--- src/hdl/wcv_pkg.sv ---
package wcv_pkg;

    // default parameter values
    localparam int DEF_WINDOW_SIDE = 7;
    localparam int DEF_CLASS_COUNT = 16;
    localparam int DEF_LABEL_BITS  = 4;

    // fixed field geometry
    localparam int CLASS_SLOTS    = 16;
    localparam int CLASS_IDX_BITS = 4;
    localparam int WEIGHT_BITS    = 6;
    localparam int WEIGHT_MAX     = 63;
    localparam int SCORE_BITS     = 12;
    localparam int LABEL_WIDE_BITS = 64;
    localparam int LABEL_LAST_BITS = 4;
    localparam int LABEL_VEC_BITS = 3 * LABEL_WIDE_BITS + LABEL_LAST_BITS;
    localparam int SCORE_WIDE_BITS = 5 * SCORE_BITS;

    // configuration port
    localparam int REG_COUNT      = 5;
    localparam int CFG_INDEX_BITS = 3;
    localparam int CFG_DATA_BITS  = 60;
    localparam int CFG_LAST_BITS  = 54;
    localparam int WEIGHT_VEC_BITS = 4 * CFG_DATA_BITS + CFG_LAST_BITS;

    // register indexes
    localparam logic [CFG_INDEX_BITS-1:0] CFG_W_0_9   = 3'd0;
    localparam logic [CFG_INDEX_BITS-1:0] CFG_W_10_19 = 3'd1;
    localparam logic [CFG_INDEX_BITS-1:0] CFG_W_20_29 = 3'd2;
    localparam logic [CFG_INDEX_BITS-1:0] CFG_W_30_39 = 3'd3;
    localparam logic [CFG_INDEX_BITS-1:0] CFG_W_40_48 = 3'd4;

    // all sixteen scores, class c at bits 12c+11..12c
    typedef logic [CLASS_SLOTS-1:0][SCORE_BITS-1:0] t_score_vec;

endpackage

--- src/hdl/wcv_merge.sv ---
// merging stage: adds the row partials of every class
module wcv_merge #(
    parameter int WINDOW_SIDE = wcv_pkg::DEF_WINDOW_SIDE,
    parameter int ROW_BITS    = $clog2(WINDOW_SIDE * wcv_pkg::WEIGHT_MAX + 1)
) (
    input  logic                                                   i_clk,
    input  logic                                                   i_load,
    input  logic [WINDOW_SIDE-1:0][wcv_pkg::CLASS_SLOTS-1:0][ROW_BITS-1:0] i_rows,
    output wcv_pkg::t_score_vec                                    o_scores
);
    import wcv_pkg::*;

    t_score_vec n_scores;
    t_score_vec r_scores;

    // column sum over the rows
    always_comb begin
        for (int c = 0; c < CLASS_SLOTS; c++) begin
            n_scores[c] = '0;
            for (int r = 0; r < WINDOW_SIDE; r++) begin
                n_scores[c] = n_scores[c] + SCORE_BITS'(i_rows[r][c]);
            end
        end
    end

    // output register
    always_ff @(posedge i_clk) begin
        if (i_load) begin
            r_scores <= n_scores;
        end
    end

    assign o_scores = r_scores;

endmodule

--- config.mk ---
export PLATFORM = sky130hd
export DESIGN_NAME = wcv_merge
export DESIGN_NICKNAME = d
export VERILOG_FILES = /design/src/hdl/wcv_pkg.sv /design/src/hdl/wcv_merge.sv
export SDC_FILE = /design/constraint.sdc
export NUM_CORES = 1
export LEC_CHECK = 0
export ABC_AREA = 1
export BUFFER_PORTS_ARGS = -buffer_cell sky130_fd_sc_hd__buf_2
export CAP_MARGIN = 25
export CORE_AREA = 3 3 470 472
export CTS_CLUSTER_SIZE = 12
export DETAILED_ROUTE_END_ITERATION = 10
export DIE_AREA = 0 0 473 475
export MAX_ROUTING_LAYER = met4
export PLACE_DENSITY_LB_ADDON = 0.25
export SYNTH_ARGS = -nofsm -noshare
export SYNTH_HDL_FRONTEND = slang
export SYNTH_SLANG_ARGS = --single-unit
--- constraint.sdc ---
create_clock -name i_clk -period 5.8 [get_ports i_clk]
set_input_delay 0.29 -clock i_clk [delete_from_list [all_inputs] [get_ports i_clk]]
set_output_delay 0.29 -clock i_clk [all_outputs]
set_load 0.02 [all_outputs]
# Yosys cells after proc, flatten, opt, wreduce, memory -nomap -nowiden
# Index checks and enable logic that the tools add are counted.
[word_totals]
register_bits = 192
latch_bits = 0
ram_bits = 0
romBits = 0
input_bits = 1010
out_inout_bits = 192
elab_cells = 112
mem_count = 0
[op_classes]
addsub = 96
multipliers = 0
div = 0
magnitude_cmp = 0
eq_ne = 0
shifts = 0
muxes = 0
bitwise_logic = 0
reduce_logical = 0
[op_table]
columns = ["cell", "count"]
rows = [
  ["$add 12x9->12", 48],
  ["$add 11x9->12", 16],
  ["$add 10x9->11", 16],
  ["$add 9x9->10", 16],
]

# Logic depth before layout (Yosys ltp)
[logic_depth]
ltp_word = 6
ltp_mapped = 17
ltp_nobuf = 17

# Worst setup path before layout
# No wires, ideal clock.
[synth_timing]
path_type = "input to register"
from = "in i_rows[519] (netlist bit)"
to = "reg r_scores, in the netlist o_scores[117], data pin"
setup_time_ns = 0.252
t_arrival_ns = 3.248
required_time_ns = 5.548
path_slack_ns = 2.300
stages = 14
path_buffers = 0
cell_sequence = "inv_1 -> fa_1 -> inv_1 -> fa_1 -> inv_1 -> fa_1 -> fa_1 -> inv_1 -> ha_1 -> a21o_2 -> a21boi_1 -> nand2_1 -> nand2_1 -> nand2_1"
[synth_rtl]
columns = ["element", "line", "rtl"]
rows = [
  ["from (decl)", "wcv_merge.sv:8", "input logic [WINDOW_SIDE-1:0][wcv_pkg::CLASS_SLOTS-1:0][ROW_BITS-1:0] i_rows,"],
  ["to (signal assigned)", "wcv_merge.sv:29", "r_scores <= n_scores;"],
  ["to (decl)", "wcv_merge.sv:14", "t_score_vec r_scores;"],
]

==> reports/qor.yml <==
p_total_mw: 22.4
port_buffers: 1201
via_per_inst: 3.42
worstPathRequired_ns: 6.15
antenna_left: 0
power.density_nw_per_um2: 515
dr_total_vias: 26800
hold_depth: 2
whs_endpoint: "o_scores[12]"
worstHoldStart: "i_rows[873]"
numCtsBuffers: 17
postCtsSetupRepairBufs: 0
cp.buffers_inverters: 3
hpwl_microns: 139000
crit_slowest_cell: "fa_1"
initial_core_util_pct: 15.2
status: "complete, no violations"
setup_viol: 0
fp.dieH_microns: 475
path_cells: "buf_2 -> fa_1 -> inv_1 -> fa_1 -> fa_1 -> inv_1 -> ha_1 -> ha_1 -> fa_1 -> nand3_1 -> nand2_1 -> nand3_1 -> nand2_1 -> nand2_1 -> nand2_1"
grt_pass1_vias: 29300
synthCells: 3684
syn_area_sq_um: 33000
multiInputGateArea_sq_um: 21200
rsz0062_at_grt: "false"
seq_area_frac_synth_pct: 17.5
yosysUniqueCellTypes: 25
ys_ff_latch: 192
clock_tree.buffer_depth: 2
worstSetupEndpointType: "register"
critPathKind: "input port to register"
leakage_nw: 24.9
grt_max_degree: 112
nNetsFinal: 6841
hold_path_class: "input port to register"
cp_max_fo: 3
grt_remaining_overflow: 0
drt-pass1-iter-count: 8
avgSynthCellArea_sq_um: 8.95
fin_setup_tns_ns: 0
slew_headroom_pct: 35.4
cp-start-kind: "input port"
drt_iter0_drc: 1133
cp_top_family: "adder cells"
min_period_ns: 3.51
drive_above_1_share_pct: 25.6
areaGrowthSynthToFinish_pct: 31.9
grt_first_pass_wirelength_microns: 207000
max_freq_ghz: 0.285
core-area_sq_um: 217000
place_congestion: 0.906
finalHoldViolations: 0
antenna_found_initial: 83
largest_register_ffs: 192
regArea_sq_um: 5770
cap_violations: 0
cts_sinks: 192
yosys.area.top_type: "fa_1"
ir_drop_mv: 0.210
maxSlewViolCount: 0
fp.dieW_microns: 473
drc_errors: 0
dpl-instance-area_sq_um: 42600
root_buffer: "clkbuf_16"
fin_area_sq_um: 43500
cts_max_level: 4
clk_pin_slew_ns: 0.11
synth_top_area_share_pct: 41.8
cts_tree: "done"
synth_nets: 5606
crit_arrival_ns: 3.86
tightest_slew_ns: 0.969
synth_area_leaders: "fa_1 42%, inv_1 18%, edfxtp_1 17%, ha_1 8.5%, nand2_1 6.0%"
cp_slowest_stage_delay_ns: 0.63
grt_util_all_layers_pct: 13.5
num_rows: 171
wl_per_cell_microns: 18.9
dieArea_sq_um: 225000
ios: 1202
fill_cells: 24500
ys_warn_count: 0
drt_wl_total_microns: 148000
fin_crit_sh_pct: 60.5
## cell families after synthesis
logic type	after synthesis	synth area share [%]
adders and majority gates	912	50.3
AOI/OAI and AO/OA	124	2.25
and+or+nand+nor	798	10.1
buffers and inverters	1591	18.1
xor gates and xnor gates	67	1.78
DFF	192	17.5
## cells in the final DEF (no fill, tap or decap), drive strengths merged, types with 13 or more instances in the layout
cell type and instances:
a21o 13, a21oi 69, buf 1202, clkbuf 17, diode 53, dlygate4sd3 14, edfxtp 192, fa 688
ha 224, inv 1597, nand2 530, nand3 136, nand4 16, nor2 99, nor3 13, o21bai 22
xor2 62
## cells in the mapped netlist
library cell / instances
a21boi_1: 2
a21o_1: 12
a21o_2: 1
a21oi_1: 69
a31oi_1: 11
edfxtp_1: 192
fa_1: 688
ha_1: 224
inv_1: 1591
nand2_1: 529
nand2_2: 1
nand3_1: 120
nand3_2: 16
nand3b_1: 1
nand4_1: 16
nor2_1: 88
nor2_2: 11
nor3_1: 13
o21a_1: 3
o21ai_0: 2
o21ai_2: 2
o21bai_1: 22
or2_1: 3
xnor2_1: 5
xor2_1: 62
## worst max path at each step
stage,start,to,slack [ns],cells past startpoint
6_report,i_rows[442],o_scores[23],2.29,15
3_5_place_dp,i_rows[442],o_scores[19],1.63,15
3_3_place_gp,i_rows[446],o_scores[20],1.63,16
2_1_floorplan,i_rows[519],o_scores[117],2.30,14
5_1_grt,i_rows[442],o_scores[23],2.15,15
4_1_cts,i_rows[442],o_scores[19],2.30,15
## layout make-up
class	count	area share, %
clock buffers	17	0.978
repair buffers	1216	14.2
well taps	2854	8.21
flip-flops and latches	192	13.3
clock inverters	15	0.480
diodes	53	0.305
multi-input cells	1901	48.8
inverters	1591	13.7
## routing by layer
metal	vias up	global-route usage (%)	part of all wire, %
met1	13100	16.7	43
met2	847	20.8	45
met5	-	-	0
li1	12800	-	-
met4	0	2.69	1.5
met3	49	5.29	10
## what timing repair did
item                      CTS  global route
hold buffers               14             0
gates resized for setup     0             0
hold endpoints to repair   14             0
## metrics by stage
stage          hold WS (ns)  util, %  setup WS, ns  std cells
2_1_floorplan         0.402        -          2.30       3684
3_3_place_gp          0.595     19.6          1.63       7740
3_5_place_dp          0.592     19.6          1.63       7740
4_1_cts              0.0129     20.0          2.30       7786
5_1_grt              0.0573     20.0          2.15       7831
6_report              0.101     20.1          2.29       7839
## power by group
group | switching, mW | leakage (nW) | internal [mW]
registers | 0.283 | 1.88 | 3.09
clock network | 0.803 | 0.303 | 0.630
logic | 11.2 | 22.7 | 6.33
total | 12.3 | 24.9 | 10.1
Note: power is estimated with default switching activity, not from simulation.
