### src/hdl/wcv_pkg.sv
package wcv_pkg;

    // default parameter values
    localparam int DEF_WINDOW_SIDE = 7;
    localparam int DEF_CLASS_COUNT = 16;
    localparam int DEF_LABEL_BITS  = 4;

    // fixed field geometry
    localparam int CLASS_SLOTS    = 16;
    localparam int CLASS_IDX_BITS = 4;
    localparam int WEIGHT_BITS    = 6;
    localparam int WEIGHT_MAX     = 63;
    localparam int SCORE_BITS     = 12;
    localparam int LABEL_WIDE_BITS = 64;
    localparam int LABEL_LAST_BITS = 4;
    localparam int LABEL_VEC_BITS = 3 * LABEL_WIDE_BITS + LABEL_LAST_BITS;
    localparam int SCORE_WIDE_BITS = 5 * SCORE_BITS;

    // configuration port
    localparam int REG_COUNT      = 5;
    localparam int CFG_INDEX_BITS = 3;
    localparam int CFG_DATA_BITS  = 60;
    localparam int CFG_LAST_BITS  = 54;
    localparam int WEIGHT_VEC_BITS = 4 * CFG_DATA_BITS + CFG_LAST_BITS;

    // register indexes
    localparam logic [CFG_INDEX_BITS-1:0] CFG_W_0_9   = 3'd0;
    localparam logic [CFG_INDEX_BITS-1:0] CFG_W_10_19 = 3'd1;
    localparam logic [CFG_INDEX_BITS-1:0] CFG_W_20_29 = 3'd2;
    localparam logic [CFG_INDEX_BITS-1:0] CFG_W_30_39 = 3'd3;
    localparam logic [CFG_INDEX_BITS-1:0] CFG_W_40_48 = 3'd4;

    // all sixteen scores, class c at bits 12c+11..12c
    typedef logic [CLASS_SLOTS-1:0][SCORE_BITS-1:0] t_score_vec;

endpackage

### src/hdl/wcv_row_lane.sv
// one window row: per-class sums of the weights of its positions
module wcv_row_lane #(
    parameter int WINDOW_SIDE = wcv_pkg::DEF_WINDOW_SIDE,
    parameter int CLASS_COUNT = wcv_pkg::DEF_CLASS_COUNT,
    parameter int LABEL_BITS  = wcv_pkg::DEF_LABEL_BITS,
    parameter int ROW_BITS    = $clog2(WINDOW_SIDE * wcv_pkg::WEIGHT_MAX + 1)
) (
    input  logic                                       i_clk,
    input  logic                                       i_load,
    input  logic [WINDOW_SIDE*LABEL_BITS-1:0]          i_labels,
    input  logic [WINDOW_SIDE*wcv_pkg::WEIGHT_BITS-1:0] i_weights,
    output logic [wcv_pkg::CLASS_SLOTS-1:0][ROW_BITS-1:0] o_sums
);
    import wcv_pkg::*;

    logic [CLASS_SLOTS-1:0][ROW_BITS-1:0] n_sums;
    logic [CLASS_SLOTS-1:0][ROW_BITS-1:0] r_sums;
    logic [WINDOW_SIDE-1:0][CLASS_IDX_BITS-1:0] lab_ext;

    // widen each label to a class index
    always_comb begin
        for (int k = 0; k < WINDOW_SIDE; k++) begin
            lab_ext[k] = CLASS_IDX_BITS'(i_labels[k*LABEL_BITS +: LABEL_BITS]);
        end
    end

    // per class, add the weights of matching positions in this row
    always_comb begin
        for (int c = 0; c < CLASS_SLOTS; c++) begin
            n_sums[c] = '0;
            for (int k = 0; k < WINDOW_SIDE; k++) begin
                if (c < CLASS_COUNT && lab_ext[k] == CLASS_IDX_BITS'(c)) begin
                    n_sums[c] = n_sums[c]
                              + ROW_BITS'(i_weights[k*WEIGHT_BITS +: WEIGHT_BITS]);
                end
            end
        end
    end

    // stage one register
    always_ff @(posedge i_clk) begin
        if (i_load) begin
            r_sums <= n_sums;
        end
    end

    assign o_sums = r_sums;

endmodule

### config.mk
export PLATFORM = sky130hd
export DESIGN_NAME = wcv_row_lane
export DESIGN_NICKNAME = d
export VERILOG_FILES = /design/src/hdl/wcv_pkg.sv /design/src/hdl/wcv_row_lane.sv
export SDC_FILE = /design/constraint.sdc
export NUM_CORES = 2
export LEC_CHECK = 0
export ABC_AREA = 1
export CORE_MARGIN = 3
export CORE_UTILIZATION = 39
export DETAILED_ROUTE_END_ITERATION = 10
export DONT_BUFFER_PORTS = 1
export PLACE_DENSITY = 0.63
export SLEW_MARGIN = 20
export SYNTH_ARGS = -nofsm -noshare
export SYNTH_HDL_FRONTEND = slang
export SYNTH_SLANG_ARGS = --single-unit
### constraint.sdc
create_clock -name i_clk -period 9.6 [get_ports i_clk]
set_clock_uncertainty 0.05 [all_clocks]
set_input_delay 1.92 -clock i_clk [delete_from_list [all_inputs] [get_ports i_clk]]
set_output_delay 1.92 -clock i_clk [all_outputs]
set_load 0.01 [all_outputs]
======== Yosys cells after proc, flatten, opt, wreduce, memory -nomap -nowiden ========
Cells that the tools add are included.
storage, ports and cells
  bits in registers ....................... 144
  word-level logic and storage cells ...... 336
  output and inout port bits .............. 144
  input port bits ......................... 72
cells by class
  multiplexer cells ....................... 112
  reductions and logical operators ........ 7
  equal/unequal tests ..................... 105
  add/subtract/negate cells ............... 96
operators with widths
  operator                                        number
  2-to-1 mux 9 bit                                64
  adder 9 x 6 -> 9 bit                            48
  == test 4 bit (second input constant)           56
  adder 8 x 6 -> 9 bit                            16
  adder 7 x 6 -> 8 bit                            16
  2-to-1 mux 8 bit                                16
  adder 6 x 6 -> 7 bit                            16
  == test 4 x 3 -> 1 bit (second input constant)  28
  2-to-1 mux 7 bit                                16
  2-to-1 mux 6 bit                                16
  == test 4 x 2 -> 1 bit (second input constant)  14
  == test 4 x 1 -> 1 bit (second input constant)  7
  zero test 4 bit                                 7

======== Depth between registers and ports, before layout ========
  depth after elaboration ................. 14
  gate-level depth with buffers ........... 47

======== Least setup slack after synthesis ========
OpenSTA, ideal clock, no wires.
  path kind ............................... input-to-reg
  start ................................... in i_labels[3]
  end ..................................... reg r_sums (netlist bit o_sums[8]), data pin
  setup time .............................. 0.254 ns
  data arrival time ....................... 7.875 ns
  cell stages on the path ................. 39
  data required time ...................... 9.296 ns
  setup slack ............................. 1.420 ns
  buffers on the path ..................... 0
  path through ............................ nor2_2 > nand2_4 > nor2_1 > ha_1 > inv_1 > fa_1 > nand2_1 > o21ai_0 > inv_1 > fa_1 > inv_1 > o21ai_0 > inv_1 > fa_1 > xor2_1 > o21ai_1 > ha_1 > a21o_1 > (+3 left out) > nand3_1 > nand2_1 > ha_1 > nand2_1 > o21ai_0 > inv_1 > nor2_1 > o21ai_0 > and2_1 > ha_1 > a21oi_1 > inv_1 > a21oi_1 > inv_1 > nand4_1 > nor2_1 > nand2_1 > nand2_1
RTL lines
  what                    RTL line            text
  start: declaration      wcv_row_lane.sv:10  input logic [WINDOW_SIDE*LABEL_BITS-1:0] i_labels,
  end signal: assignment  wcv_row_lane.sv:43  r_sums <= n_sums;
  end: declaration        wcv_row_lane.sv:17  logic [CLASS_SLOTS-1:0][ROW_BITS-1:0] r_sums;

==> flow_summary.ini <==
[run_status]
outcome = completed

[yosys]
ys_seq_area_share_pct = 11.4
syn-num-nets = 6905
ys_ff_latch = 144
ys_warn_count = 0
syn_area_mm2 = 0.0378
synth_cell_types = 46
synth_cells = 6161
syn_area_per_cell_um2 = 6.13

[sta]
finalHoldViolCount = 0
slew_headroom_pct = 31.9
fin_setup_tns_ns = 0
worstMarginPinSlew_ns = 1.02
maxSlewViolCount = 0
period_minus_slack_ns = 8.70
finalCritPeriodShare_pct = 90.6
max_freq_ghz = 0.115
setup_viol = 0
rsz0062_at_grt = false

[die]
die_y_um = 317
core_mm2 = 0.0956
dieArea_mm2 = 0.101
ioPinCount = 216
fp.dieW_um = 317
start_util_pct = 39.5
rows = 113

[drt]
drt_wl_total_um = 127000
wire_per_inst_um = 17.0
post-route-drc-count = 0
viasPerCell = 5.18
vias = 38500
first_iter_violations = 3017
first_pass_iters = 6
antenna_left = 0

[setup_path]
path_delay_family = adder cells
worst_setup_path_start_kind = primary input
critPathKind = in2reg
cp_slowest_cell = nor2_2
crit_fanout = 9
critical_path.n_buffers_inverters = 5
arrival_ns = 8.93
worstPathRequired_ns = 9.83
slowest_delay_ns = 0.65
end_kind = flop

[clock_network]
root_buffer = clkbuf_16
clk_pin_slew_worst_paths_ns = 0.07
clock-sinks = 144
tritoncts = done
cts_buffer_depth = 2
cts_hold_buf = 0
numCtsBuffers = 17
post_cts_resized = 0
htreeDepth = 4
cts_setup_buffers = 0

[global_routing]
grt.total_usage_pct = 24.8
antenna_found_initial = 2
grt_pass1_vias = 34500
grt_pass1_wl_um = 193000
overflow = 0
grt_max_degree = 145

[finish]
layout_commonest_cell = nand2_1
layout.nets = 6892
fill_cells = 10200
final_cell_area_mm2 = 0.0399
drive_gt1_share_pct = 3.34
largest_reg_flops = 144
mostFrequentLayoutCells = nand2_1, inv_1, nor2_1
area_growth_pct = 5.51

[job]
max_cap_viol_count = 0

[place]
dp_hpwl_um = 96400
placed_cell_area_mm2 = 0.0393
gp_congestion = 0.974
numPortBuffers = 0

[pwr]
seqPwrFrac_pct = 28.9
ir_worst_vdd_mv = 0.137
p_leak_nw = 21.1
power.share.clock_pct = 24.1
power.density_mw_per_mm2 = 72.0
p_comb_share_pct = 47.0
internal-power_mw = 1.67
swShare_pct = 41.8
power.switching_mw = 1.20

[min_path]
worstHoldPathType = in2reg
-- power groups by stage --
stage          registers [mW]  logic [mW]  clock network, mW
6_report                0.830        1.35              0.692
4_1_cts                 0.835        1.34              0.724
3_3_place_gp            0.849        1.30                  0
2_1_floorplan           0.831        1.07                  0
3_5_place_dp            0.846        1.33                  0
5_1_grt                 0.841        1.56              0.745
-- layout make-up --
type / instances / area, um^2 / area share, %
diodes: 1 / 2.50 / 0.00628
inverters: 960 / 3600 / 9.04
clock inverters: 12 / 120 / 0.301
clock buffers: 19 / 433 / 1.09
multi-input cells: 5005 / 29600 / 74.4
flip-flops and latches: 144 / 4320 / 10.9
repair buffers: 20 / 150 / 0.377
well taps: 1265 / 1580 / 3.97
-- routing by layer --
metal  vias to the layer above  track usage [%]  share of wire (%)
met1                     17400             32.8                 46
met3                       141             4.70                6.9
met5                         -                0                  0
li1                      20100                -                  -
met2                       917             40.8                 45
met4                         0             7.47                2.8
-- metrics by stage --
step	util, %	instances	power (mW)	hold slack, ns	setup slack [ns]
after global placement	41.1	7394	2.15	2.01	0.669
after floorplan	-	6161	1.90	1.98	1.42
after global routing	41.7	7425	3.15	1.46	0.386
after detailed placement	41.1	7394	2.18	2.01	0.489
final	41.7	7426	2.87	1.49	0.902
after CTS	41.7	7425	2.90	1.44	1.06
-- worst paths after layout --
check	startpoint	to	slack (ns)	cells after the start
worst max-delay path	i_labels[3]	o_sums[34]$_DFFE_PP_	0.90	35
worst min-delay path	i_load	o_sums[77]$_DFFE_PP_	1.49	0
-- cells by family (layout without fill, tap and decap cells) --
family,after synthesis,in the layout,synth area share [%]
compound gates,909,909,13.2
buf+inv,1012,1011,10.1
flops,144,144,11.4
mux,1,1,0.0265
fa+ha+maj,673,673,24.2
other cells,0,1,0
xor+xnor,232,232,5.38
simple gates,3190,3190,35.6
-- Yosys cell counts, drive strengths merged --
library cell / n / area share [%]
a211oi: 22 / 0.44
a21boi: 14 / 0.28
a21o: 19 / 0.38
a21oi: 302 / 4.0
a31oi: 89 / 1.5
and2: 45 / 0.75
buf: 16 / 0.19
clkbuf: 36 / 0.36
clkinv: 39 / 0.39
edfxtp: 144 / 11
fa: 96 / 5.1
ha: 576 / 19
inv: 921 / 9.2
maj3: 1 / 0.027
mux2i: 1 / 0.027
nand2: 1848 / 19
nand3: 485 / 6.5
nand3b: 58 / 1.2
nand4: 60 / 0.99
nor2: 600 / 6.1
nor3: 13 / 0.23
o2111ai: 2 / 0.046
o211ai: 5 / 0.099
o21a: 1 / 0.020
o21ai: 404 / 5.5
o21bai: 42 / 0.84
o22ai: 8 / 0.13
o31ai: 1 / 0.020
or2: 81 / 1.3
xnor2: 102 / 2.4
xor2: 130 / 3.0
(Power assumes the default switching activity.)
